File: src/sv/acpu_ram.sv
// Generic single write port, single read port RAM with registered read data.
// Standalone; no package needed.
module acpu_ram #(
  parameter int WIDTH = 32,
  parameter int DEPTH = 128,
  localparam int AW = $clog2(DEPTH)
) (
  input  logic             clk,
  input  logic             we,
  input  logic [AW-1:0]    waddr,
  input  logic [WIDTH-1:0] wdata,
  input  logic             re,
  input  logic [AW-1:0]    raddr,
  output logic [WIDTH-1:0] rdata
);

  logic [WIDTH-1:0] mem [DEPTH];

  always_ff @(posedge clk) begin
    if (we) begin
      mem[waddr] <= wdata;
    end
    if (re) begin
      rdata <= mem[raddr];
    end
  end

endmodule

File: config.mk
export PLATFORM = sky130hd
export DESIGN_NAME = acpu_ram
export DESIGN_NICKNAME = d
export VERILOG_FILES = /design/src/sv/acpu_ram.sv
export SDC_FILE = /design/constraint.sdc
export NUM_CORES = 2
export LEC_CHECK = 0
export BUFFER_PORTS_ARGS = -buffer_cell sky130_fd_sc_hd__buf_2
export CAP_MARGIN = 10
export CORE_MARGIN = 3
export CORE_UTILIZATION = 40
export CTS_CLUSTER_DIAMETER = 150
export DETAILED_ROUTE_END_ITERATION = 7
export PLACE_DENSITY = 0.58
export REMOVE_ABC_BUFFERS = 1
export SLEW_MARGIN = 30
export SYNTH_ARGS = -nofsm -noshare
export SYNTH_HDL_FRONTEND = slang
export SYNTH_SLANG_ARGS = --single-unit
File: constraint.sdc
create_clock -name clk -period 12.8 [get_ports clk]
set_clock_uncertainty 0.1 [all_clocks]
set_input_delay 2.56 -clock clk [delete_from_list [all_inputs] [get_ports clk]]
set_output_delay 2.56 -clock clk [all_outputs]
set_load 0.05 [all_outputs]
After elaboration in Yosys (flattened, before gate mapping):

Memory sizes are Yosys's and may differ from the RTL's. A register that Yosys moved wholly into a read port is not among the register bits.
Cells that the tools add are included.

* bits in registers: 0
* memory bits (writable): 4096
* bits of input ports: 49
* memories: 1

* mux-type cells: 2

Memory list
* mem: words 128, bits a word 32, rd ports 1, clocked after Yosys merged registers in 1, write ports 1, RTL line 17 `logic [WIDTH-1:0] mem [DEPTH];`

Operator list (count)
* $mux W1: 2

Depth between registers and ports, before layout:

* depth after elaboration: 2
* depth in mapped cells: 8

Least setup slack after synthesis:

OpenSTA, ideal clock, no wires.

* kind: input -> register
* start point: input we
* end point: memory mem[98][0] (enable)
* library setup time: 0.461 ns
* data arrival time: 5.338 ns
* required time: 12.239 ns
* slack: 6.901 ns
* stages on the path: 3
* path buffers: 1
* cells stage by stage: clkbuf_1 > nand4_1 > nor3_1

* word-level cells in the longest chain between the ends: 2

RTL lines
* start, declared: RTL line 9 `input logic we,`
* $mux W1: RTL line 20 `if (we) begin`
* $mux W1 (not written as such): RTL line 21 `mem[waddr] <= wdata;`
* end, declared: RTL line 17

Every way passes these cells.

==> metrics.md <==
| Metric | Value |
|---|---|
| Cts hold-fix bufs | 0 |
| Syn Inst Count | about 6000 |
| Post-layout util | a little under half |
| Worst Reg-to-Reg Cells | 4 |
| I/O Pins | 81 |
| Top cells by count, synth | edfxtp_1 (4128), mux4_2 (1344), clkbuf_1 (182) |
| CTS max path bufs | 4 |
| Starting Density | just over 40% |
| Fmax | 162 MHz |
| CP max stage delay | 710 ps |
| RSZ-0062 raised after global routing | no |
| Post-cts resize count | 0 |
| FF-to-FF End | rdata[0]$_DFFE_PP_ |
| Switching pwr | slightly above 6 mW |
| Post-DR vias/cell | around 5.9 |
| GRT Resource Usage Total | 21.2% |
| Multi-input gate area | 32300 sq um |
| Top-count cell post-synth | edfxtp_1 |
| Syn Area/Cell | roughly 26 sq um |
| Hold EP | rdata[8]$_DFFE_PP_ |
| Number of global-route vias before repair | 71900 |
| Startpoint Class | primary input |
| Hold Vio Cnt, Final | 0 |
| Slew Limit Fails | 0 |
| Peak VDD IR | around 0.12 mV |
| Placeable Area | slightly below 400000 sq um |
| Power density over the cells | between 150 and 200 nW/um^2 |
| Postcts setup bufs | 0 |
| GR Overflow Total | 0 |
| Post-Route WL | 424 mm |
| First drt pass iteration count | 5 |
| Largest net degree at the start of global routing | about 120 |
| Final number of setup-violating endpoints | 0 |
| Critical Path AT | 6770 ps |
| Die Wd | approximately 630 um |
| CTS tree | done |
| Clock power frac | 41.3% |
| Synth top area cells | edfxtp_1 (79%), mux4_2 (19%), clkbuf_1 (0.44%), nor2_1 (0.29%), buf_2 (0.25%) |
| Post-synth EDFFs | 4128 |
| CP endpoint kind | flop |
| Combinational share of power | under 10% |
| Post-route ant nets | 0 |
| Largest area contributor in the netlist | edfxtp_1 |
| Worst Tran Pin Value | ~1000 ps |
| Slowest cell on the critical path | buf_4 |
| Yosys reg bits | a little over 4000 |
| Critical-path cell list | buf_8 -> buf_12 -> buf_4 -> mux4_2 -> mux4_2 -> mux4_2 -> mux2_2 |
| Sw Share | between 20% and 30% |
| Share of layout cells above drive strength 1 | roughly a third |
| Nets | about 6400 |
| Filler instances | 31500 |
| Sequential element share of the synthesized area | between 70% and 80% |
| Total power | around 28 mW |
| Clock Latency Late Sink | 950 ps |
| Initial DRC count | about 10000 |
| Global-route wire length before repair | approximately 590 mm |
| Fraction of synthesized cell area taken by the top area cell type | about four fifths |
| H-tree levels | 5 |
| DIE AREA | around 400000 sq um |
| Min-delay src | mem[126][8]$_DFFE_PP_ |
| CTS sink cnt | just over 4000 |
| Cell mode on critical path | mux4_2 |
| Post-synth ARST share | 0% |
| Die span in y | 632 um |
| Final GP Congestion | just under 0.8 |
| Mapped cell area | approximately 160000 sq um |
| Max_slew headroom | around a third |
| CTS clk-pin slew, worst paths | 60 ps |
| R2r setup slk | slightly below 10000 ps |
| Wirelength per Cell | roughly 36 um |
| TritonCTS Buffers | ~420 |
| Row count | roughly 230 |
| Register area | 124000 sq um |
| Fin crit share | 48.3% |
| Max Cap Violations | 0 |
| Reg2reg start | mem[23][0]$_DFFE_PP_ |
| Number of remaining DRC errors | 0 |
| Synth Flop Type | edfxtp_1 |
| Vias after detailed routing | roughly 70000 |
| Reg power frac | a little over half |
| Hold depth | 4 |
| Yosys Warn Count | 0 |
| Area growth from synthesis to layout | 13.8% |
| Distinct cells, synth | 16 |
| Pint | roughly 22 mW |
| Leak | 53.9 nW |
| Fin crit period | ~6200 ps |
| Final setup TNS | 0 ps |
| Initial antenna violation count | 64 |
| WS Path Type | in2reg |
| Detailed Place HPWL | 224 mm |
| Hold WC Path Type | reg2reg |
| Req. time, crit path | between 10000 and 15000 ps |
| Crit path max fanout | about 110 |
| Status | finished clean |
| PortBufs | 80 |
| CTS root buf | clkbuf_16 |
power groups by stage:
stage | clock network (mW) | registers [mW] | logic (mW)
after CTS | 11.8 | 15.0 | 1.48
after detailed placement | 0 | 15.3 | 1.48
after floorplan | 0 | 15.3 | 0.551
after global placement | 0 | 15.3 | 1.46
after global routing | 12.3 | 15.0 | 1.54
final | 11.6 | 15.0 | 1.47
metal layers:
metal	up-vias	global-route usage (%)	routed length [um]
li1	27300	-	-
met3	513	3.63	36900
met1	39900	30.8	172000
met5	-	0	104
met2	3301	34.0	207000
met4	16	4.26	8150
critical path, delay by kind of cell:
family,cells,cell delay [ps]
buf+inv,3,1660
mux,4,2000
per-stage QoR:
stage	hold slack [ps]	instances	setup slack, ps	instance area (sq um)
floorplan	1050	5674	6930	155000
global placement	1080	11200	5580	165000
detailed placement	1090	11200	5560	165000
CTS	1100	11900	6630	178000
global route	1140	11900	6440	178000
finish	1100	11900	6610	178000
registers in the layout, summed over array words and instances, names as in the netlist:
| signal | count |
|---|---|
| mem | 4096 |
| rdata | 32 |
cells by family (layout without fill, tap and decap cells):
| kind of cell | after synthesis | after routing | share of synthesized area (%) |
|---|---|---|---|
| other cells | 0 | 32 | 0 |
| simple gates | 170 | 170 | 0.445 |
| buf+inv | 316 | 1044 | 0.837 |
| mux | 1376 | 1376 | 19.6 |
| flops | 4128 | 4128 | 79.2 |
layout make-up:
type	instances	share of cell area, %
antenna	32	0.0449
clock buffer	514	6.13
clock inverter	236	1.09
multi-input combinational	1546	18.1
sequential	4128	69.6
tap	5197	3.65
timing repair buffer	294	1.40
worst max path at each step:
stage | from | end | cells after the start
2_1_floorplan | waddr[3] | mem[102][0]$_DFFE_PP_ | 3
3_3_place_gp | raddr[0] | rdata[17]$_DFFE_PP_ | 7
3_5_place_dp | raddr[0] | rdata[17]$_DFFE_PP_ | 7
4_1_cts | raddr[0] | rdata[17]$_DFFE_PP_ | 7
5_1_grt | raddr[0] | rdata[17]$_DFFE_PP_ | 7
6_report | raddr[2] | rdata[17]$_DFFE_PP_ | 7
placed cells by master, fill, tap and decap left out, drive strengths merged:
cell type | synthesis | layout
mux2 | 32 | 32
edfxtp | 4128 | 4128
nor2b | 7 | 7
bufinv | 0 | 21
clkinv | 0 | 197
nor2 | 122 | 122
clkinvlp | 0 | 6
buf | 134 | 294
nor3 | 9 | 9
diode | 0 | 32
inv | 0 | 12
clkbuf | 182 | 514
nand3 | 12 | 12
nand2b | 2 | 2
or3 | 1 | 1
nand4 | 3 | 3
nand2 | 14 | 14
mux4 | 1344 | 1344
(Power assumes the default switching activity.)
