<file path="src/sv/acpu_pkg.sv">
// Shared types and constants for the accumulator CPU core.
// Holds request, opcode, status and sequencer codes plus default depths.
// No dependencies.
package acpu_pkg;

  localparam int DATA_DEPTH_DEF = 128;
  localparam int PROG_DEPTH_DEF = 128;
  localparam int WORD_W = 32;
  localparam int PC_W = 7;
  localparam int LADDR_W = 7;

  typedef enum logic [2:0] {
    REQ_EXEC    = 3'd0,
    REQ_PRELOAD = 3'd1,
    REQ_SET_PC  = 3'd2,
    REQ_SET_ACC = 3'd3,
    REQ_RESUME  = 3'd4
  } req_t;

  typedef enum logic [3:0] {
    OP_LDI  = 4'd0,
    OP_LD   = 4'd1,
    OP_LDX  = 4'd2,
    OP_ST   = 4'd3,
    OP_STX  = 4'd4,
    OP_ADD  = 4'd5,
    OP_NEG  = 4'd6,
    OP_BRZ  = 4'd7,
    OP_HALT = 4'd8,
    OP_RD   = 4'd9,
    OP_WR   = 4'd10
  } op_t;

  typedef enum logic [2:0] {
    STAT_NORMAL  = 3'd0,
    STAT_ILLEGAL = 3'd1,
    STAT_MEMVIOL = 3'd2,
    STAT_READ    = 3'd3,
    STAT_WRITE   = 3'd4,
    STAT_STOP    = 3'd5
  } status_t;

  typedef enum logic [1:0] {
    ST_CLEAR,
    ST_IDLE,
    ST_EXEC,
    ST_IND
  } state_t;

  typedef struct packed {
    logic [WORD_W-1:0] acc;
    logic [PC_W-1:0]   pc;
    status_t           status;
  } arch_t;

  typedef struct packed {
    logic mem_we;
    logic ind_read;
  } exec_ctl_t;

endpackage

</file>
<file path="src/sv/acpu_exec.sv">
// Instruction and request evaluation for the accumulator CPU core.
// Computes the next architectural state and the data memory write for one item.
// Depends on acpu_pkg.
module acpu_exec
  import acpu_pkg::*;
#(
  parameter int DATA_DEPTH = DATA_DEPTH_DEF,
  parameter int PROG_DEPTH = PROG_DEPTH_DEF,
  localparam int AW = $clog2(DATA_DEPTH)
) (
  input  arch_t                     cur,
  input  logic [AW-1:0]             top,
  input  logic [2:0]                req_type,
  input  logic [3:0]                opcode,
  input  logic signed [WORD_W-1:0]  operand,
  input  logic [LADDR_W-1:0]        load_address,
  input  logic signed [WORD_W-1:0]  load_value,
  input  logic [WORD_W-1:0]         rdata,
  output arch_t                     nxt,
  output logic [AW-1:0]             top_next,
  output exec_ctl_t                 ctl,
  output logic [AW-1:0]             waddr,
  output logic [WORD_W-1:0]         wdata
);

  logic                  n_ok;
  logic                  p_ok;
  logic                  pc_ok;
  logic                  br_ok;
  logic                  la_ok;
  logic [AW-1:0]         n_addr;
  logic [AW-1:0]         p_addr;
  logic [AW+LADDR_W-1:0] la_ext;
  logic [AW-1:0]         la_addr;
  logic [PC_W-1:0]       pc_inc;

  assign n_ok    = $unsigned(operand) < 32'(DATA_DEPTH);
  assign p_ok    = rdata < 32'(DATA_DEPTH);
  assign pc_ok   = {{(32-PC_W){1'b0}}, cur.pc} < 32'(PROG_DEPTH);
  assign br_ok   = $unsigned(operand) < 32'(PROG_DEPTH);
  assign la_ok   = {{(32-LADDR_W){1'b0}}, load_address} < 32'(DATA_DEPTH);
  assign n_addr  = operand[AW-1:0];
  assign p_addr  = rdata[AW-1:0];
  assign la_ext  = {{AW{1'b0}}, load_address};
  assign la_addr = la_ext[AW-1:0];
  assign pc_inc  = cur.pc + PC_W'(1);

  always_comb begin
    nxt      = cur;
    top_next = top;
    ctl      = '0;
    waddr    = n_addr;
    wdata    = cur.acc;
    case (req_type)
      REQ_EXEC: begin
        if (cur.status == STAT_NORMAL) begin
          if (!pc_ok) begin
            nxt.status = STAT_MEMVIOL;
          end else begin
            case (opcode)
              OP_LDI: begin
                nxt.acc = operand;
                nxt.pc  = pc_inc;
              end
              OP_LD, OP_ADD: begin
                if (!n_ok) begin
                  nxt.status = STAT_MEMVIOL;
                end else begin
                  nxt.acc = (opcode == OP_LD) ? rdata : cur.acc + rdata;
                  nxt.pc  = pc_inc;
                end
              end
              OP_LDX: begin
                if (!n_ok || !p_ok) begin
                  nxt.status = STAT_MEMVIOL;
                end else begin
                  ctl.ind_read = 1'b1;
                end
              end
              OP_STX: begin
                if (!n_ok || !p_ok) begin
                  nxt.status = STAT_MEMVIOL;
                end else begin
                  ctl.mem_we = 1'b1;
                  waddr      = p_addr;
                  top_next   = (p_addr > top) ? p_addr : top;
                  nxt.pc     = pc_inc;
                end
              end
              OP_ST: begin
                if (!n_ok) begin
                  nxt.status = STAT_MEMVIOL;
                end else begin
                  ctl.mem_we = 1'b1;
                  top_next   = (n_addr > top) ? n_addr : top;
                  nxt.pc     = pc_inc;
                end
              end
              OP_NEG: begin
                nxt.acc = 32'd0 - cur.acc;
                nxt.pc  = pc_inc;
              end
              OP_BRZ: begin
                if (cur.acc == 32'd0) begin
                  if (!br_ok) begin
                    nxt.status = STAT_MEMVIOL;
                  end else begin
                    nxt.pc = operand[PC_W-1:0];
                  end
                end else begin
                  nxt.pc = pc_inc;
                end
              end
              OP_HALT: begin
                nxt.status = STAT_STOP;
                nxt.pc     = pc_inc;
              end
              OP_RD: begin
                nxt.status = STAT_READ;
                nxt.pc     = pc_inc;
              end
              OP_WR: begin
                nxt.status = STAT_WRITE;
                nxt.pc     = pc_inc;
              end
              default: begin
                nxt.status = STAT_ILLEGAL;
              end
            endcase
          end
        end
      end
      REQ_PRELOAD: begin
        if (la_ok) begin
          ctl.mem_we = 1'b1;
          waddr      = la_addr;
          wdata      = load_value;
        end
      end
      REQ_SET_PC: begin
        nxt.pc = load_address;
      end
      REQ_SET_ACC: begin
        nxt.acc = load_value;
      end
      REQ_RESUME: begin
        nxt.status = STAT_NORMAL;
      end
      default: begin
      end
    endcase
  end

endmodule

</file>
<file path="config.mk">
export PLATFORM = sky130hd
export DESIGN_NAME = acpu_exec
export DESIGN_NICKNAME = d
export VERILOG_FILES = /design/src/sv/acpu_pkg.sv /design/src/sv/acpu_exec.sv
export SDC_FILE = /design/constraint.sdc
export NUM_CORES = 1
export LEC_CHECK = 0
export BUFFER_PORTS_ARGS = -buffer_cell sky130_fd_sc_hd__buf_4
export CELL_PAD_IN_SITES_DETAIL_PLACEMENT = 1
export CELL_PAD_IN_SITES_GLOBAL_PLACEMENT = 1
export CORE_UTILIZATION = 37
export DETAILED_ROUTE_END_ITERATION = 6
export PLACE_DENSITY = 0.91
export SYNTH_ARGS = -nofsm -noshare
export SYNTH_HDL_FRONTEND = slang
export SYNTH_SLANG_ARGS = --single-unit
</file>
<file path="constraint.sdc">
create_clock -name vclk -period 8.85
set_clock_uncertainty 0.1 [all_clocks]
set_input_delay 1.77 -clock vclk [all_inputs]
set_output_delay 1.77 -clock vclk [all_outputs]
set_load 0.005 [all_outputs]
</file>
======== Word-level counts from Yosys, hierarchy flattened ========
Cells that the tools add are included.
word-level totals
  output and inout bits ................... 90
  register bits ........................... 0
  bits of input ports ..................... 159
  logic and storage cells ................. 68
cells by class
  reduce and logical (&&, ||, !) cells .... 12
  equality and inequality tests ........... 14
  mux-type cells .......................... 35
  order comparisons ....................... 4
  add/subtract/negate cells ............... 3
operator list
  operator                 count
  $pmux W32 S3             1
  $mux W7                  13
  $lt A32 B8 Y1 const B    2
  $mux W32                 2
  $pmux W32 S2             1
  $mux W42                 1
  $pmux W7 S2              3
  $mux W39                 1
  $pmux W7 S5              1
  $add A32 B32 Y32         1
  $logic_not A32 Y1        1
  $sub A1 B32 Y32 const A  1
  $pmux W3 S7              1
  $eq A4 B3 Y1 const B     4
  $gt A7 B7 Y1             2
  $eq A4 B4 Y1 const B     3
  $mux W3                  3
  $eq A4 B2 Y1 const B     2
  $add A7 B1 Y7 const B    1
  $eq A3 B2 Y1 const B     2
  $logic_not A3 Y1         2
  $pmux W3 S2              1
  $reduce_or A2 Y1         3
  $reduce_or A5 Y1         1
  10 further kinds         15

======== Logic depth before layout (Yosys ltp) ========
  depth after elaboration ................. 7
  depth in mapped cells ................... 12
  mapped depth without buffers ............ 12

======== Worst setup path before layout ========
Ideal clock, no wire load.
  path kind ............................... input -> output
  start point ............................. input port cur[11] (netlist bit)
  end point ............................... output port nxt[7] (netlist bit)
  required time ........................... 6980 ps
  stages on the path ...................... 11
  data arrival time ....................... 4167 ps
  setup slack ............................. 2813 ps
  buffers on the path ..................... 0
  cell sequence ........................... inv_1 ha_1 or4b_4 nor4_4 nand3b_4 o41ai_2 a211oi_1 o21a_1 nand2_4 o211ai_1 a211o_1
RTL lines
  element             RTL line         text
  start: declaration  acpu_exec.sv:11  input arch_t cur,
  end: declaration    acpu_exec.sv:19  output arch_t nxt,

==> impl_metrics.toml <==
[grt]
grt_pass1_vias = 9053
grt_max_degree = 43
grt-ovfl-total = 0
grt_pass1_wl_um = 49500
antenna_found_initial = 0
grt_usage_pct = 37.8

[die]
initial_utilization_pct = 37.9
die_y_um = 130
die_w_um = 130
dieArea_um2 = 16800
ios = 249
rows = 46
core_um2 = 15900

[route]
drtAntennaViolNets = 0
drt_iter0_markers = 970
vias = 9220
remaining_drc_errors = 0
firstDrtPassIters = 6
via_per_inst = 6.76
drt-wirelength-per-cell_um = 24.3
wl_um = 33200

[worst_setup_path]
worstPathCellList = "buf_4, ha_1, inv_1, fa_1, nand2b_1, a21oi_1, nor4_1, o31ai_1, o21ai_0, o2111ai_1, o41ai_1, a2111o_1, o311ai_0, buf_4"
critPathLaunch = "rdata[0]"
cp.buffers_inverters = 3
crit_type = "in2out"
critPathLaunchType = "input pin"
cpPeakStageDelay_ns = 0.59
crit_cells = 14
path_delay_family = "compound AO/OA/AOI/OAI gates"
critical_path_required_ns = 6.98
critical_path_arrival_ns = 5.07
end_kind = "output port"
cpMostUsedCell = "buf_4"
path_max_fanout = 4
crit_end = "nxt[34]"
slowest_stage = "o31ai_1"

[logic_synthesis]
synthTopCellsByArea = "ha_1 (9.8%), a21oi_1 (8.4%), o21ai_0 (7.2%)"
synth_top_area_share_pct = 9.77
synth_area_leader_cell = "ha_1"
netlist_top_cells_count = "nand2_1 (111), a21oi_1 (101), o21ai_0 (87)"
yosys_warnings = 0
synth_area_um2 = 6020
synthCells = 951
yosysSeqAreaShare_pct = 0
synth.avg_cell_area_um2 = 6.33
ys_types = 79
synth_most_common_cell = "nand2_1"
syn_nets = 1158

[place]
dp_slack_ns = 2.02
placedInstanceArea_um2 = 8010
hpwl_um = 26400
dp_cells = 1364
numPortBuffers = 249
gp_congestion = 1.03

[finish]
num-nets-final = 1357
final_area_um2 = 8010
fin_cells = 1364
drive_gt1_share_pct = 28.0
ff_latch_area_um2 = 0
area_growth_pct = 33.0
final_util_pct = 50.4
n_sequential_cell = 0
antenna_cells = 0
clock_buffers = 0

[timing]
slew_headroom_pct = 20.9
fmax_ghz = 0.144
worst_slack_ns = 1.91
setup_viol_count_final = 0
setup-tns-final_ns = 0
rsz0062_at_grt = "false"
tightest_slew_ns = 1.18
period_needed_ns = 6.94
slew_viol_final = 0
finalHoldViolCount = 0
post-route-period-util_pct = 78.4

[hold_path]
hold_class = "in2out"

[clock_network]
post_cts_buffers = 0
cts_resized = 0
cts_hold_buf = 0

[pwr]
peakVddDrop_mv = 0.0255
cellPowerDensity_nw_per_um2 = 53.9
leakage_nw = 3.42

[status]
outcome = "finished clean"

[job]
maxCapViolations = 0
-- cell families (layout without fill, tap and decap cells) --
group | after synthesis | count (layout) | synth area share (%)
AND/OR/NAND/NOR | 369 | 369 | 30.9
AO/OA/AOI/OAI | 357 | 357 | 39.8
buffers and inverters | 100 | 297 | 6.57
adder cells (fa/ha/maj) | 48 | 48 | 10.1
XOR/XNOR | 43 | 43 | 6.26
multiplexers | 34 | 34 | 6.34
-- layout make-up --
cell class / instances / area, um^2
inverter: 38 / 143
tap: 216 / 270
fill: 2223 / 7880
timing repair buffer: 259 / 1940
multi-input combinational: 851 / 5650
-- worst min-delay path by stage --
stage / endpoint / cells after the start / start / slack (ns)
global placement: nxt[27] / 3 / load_value[17] / 3.73
finish: nxt[24] / 4 / load_value[14] / 3.73
detailed placement: nxt[24] / 4 / load_value[14] / 3.73
global route: nxt[27] / 3 / load_value[17] / 3.75
floorplan: nxt[39] / 2 / load_value[29] / 3.54
CTS: nxt[24] / 4 / load_value[14] / 3.74
-- power by group --
part	total (mW)	leakage [nW]	switching, mW	internal (mW)
Clock	0	0	0	0
Sequential	0	0	0	0
Combinational	0.432	3.42	0.242	0.190
Total	0.432	3.42	0.242	0.190
-- stage by stage --
stage / hold WS [ns] / power [mW]
after floorplan: 3.54 / 0.219
after global placement: 3.73 / 0.409
after detailed placement: 3.73 / 0.419
after CTS: 3.74 / 0.422
after global routing: 3.75 / 0.460
final: 3.73 / 0.432
-- layout by cell type, fill, tap and decap left out, types with 4 or more instances in the layout --
cell,n
o211ai_1,8
xor2_1,19
mux2_2,33
nand2b_1,12
o221ai_1,14
o21a_1,5
o21ai_0,87
a222oi_1,14
nand4_1,10
or4_1,5
o31ai_1,8
nand3_1,26
or2_2,8
xnor2_1,24
nor2_1,76
a221o_1,15
nor2b_1,4
nor4_1,25
and2_1,9
ha_1,47
a21oi_1,101
a22oi_1,13
o2111ai_1,8
a31oi_1,9
a221oi_1,15
and3_1,13
or3_1,17
nand2_1,111
a21o_1,7
a211oi_1,7
o311ai_0,4
buf_4,259
inv_1,37
nor3_1,34
a211o_1,4
-- layer usage --
layer | share of wire [%] | global-route usage [%] | wire (um) | up-vias
met1 | 39 | 47.2 | 13000 | 4422
li1 | - | - | - | 4070
met2 | 47 | 64.7 | 15600 | 610
met5 | 0 | 0 | 0 | -
met3 | 9.8 | 6.44 | 3260 | 118
met4 | 4.1 | 14.0 | 1350 | 0
(Power assumes the default switching activity.)
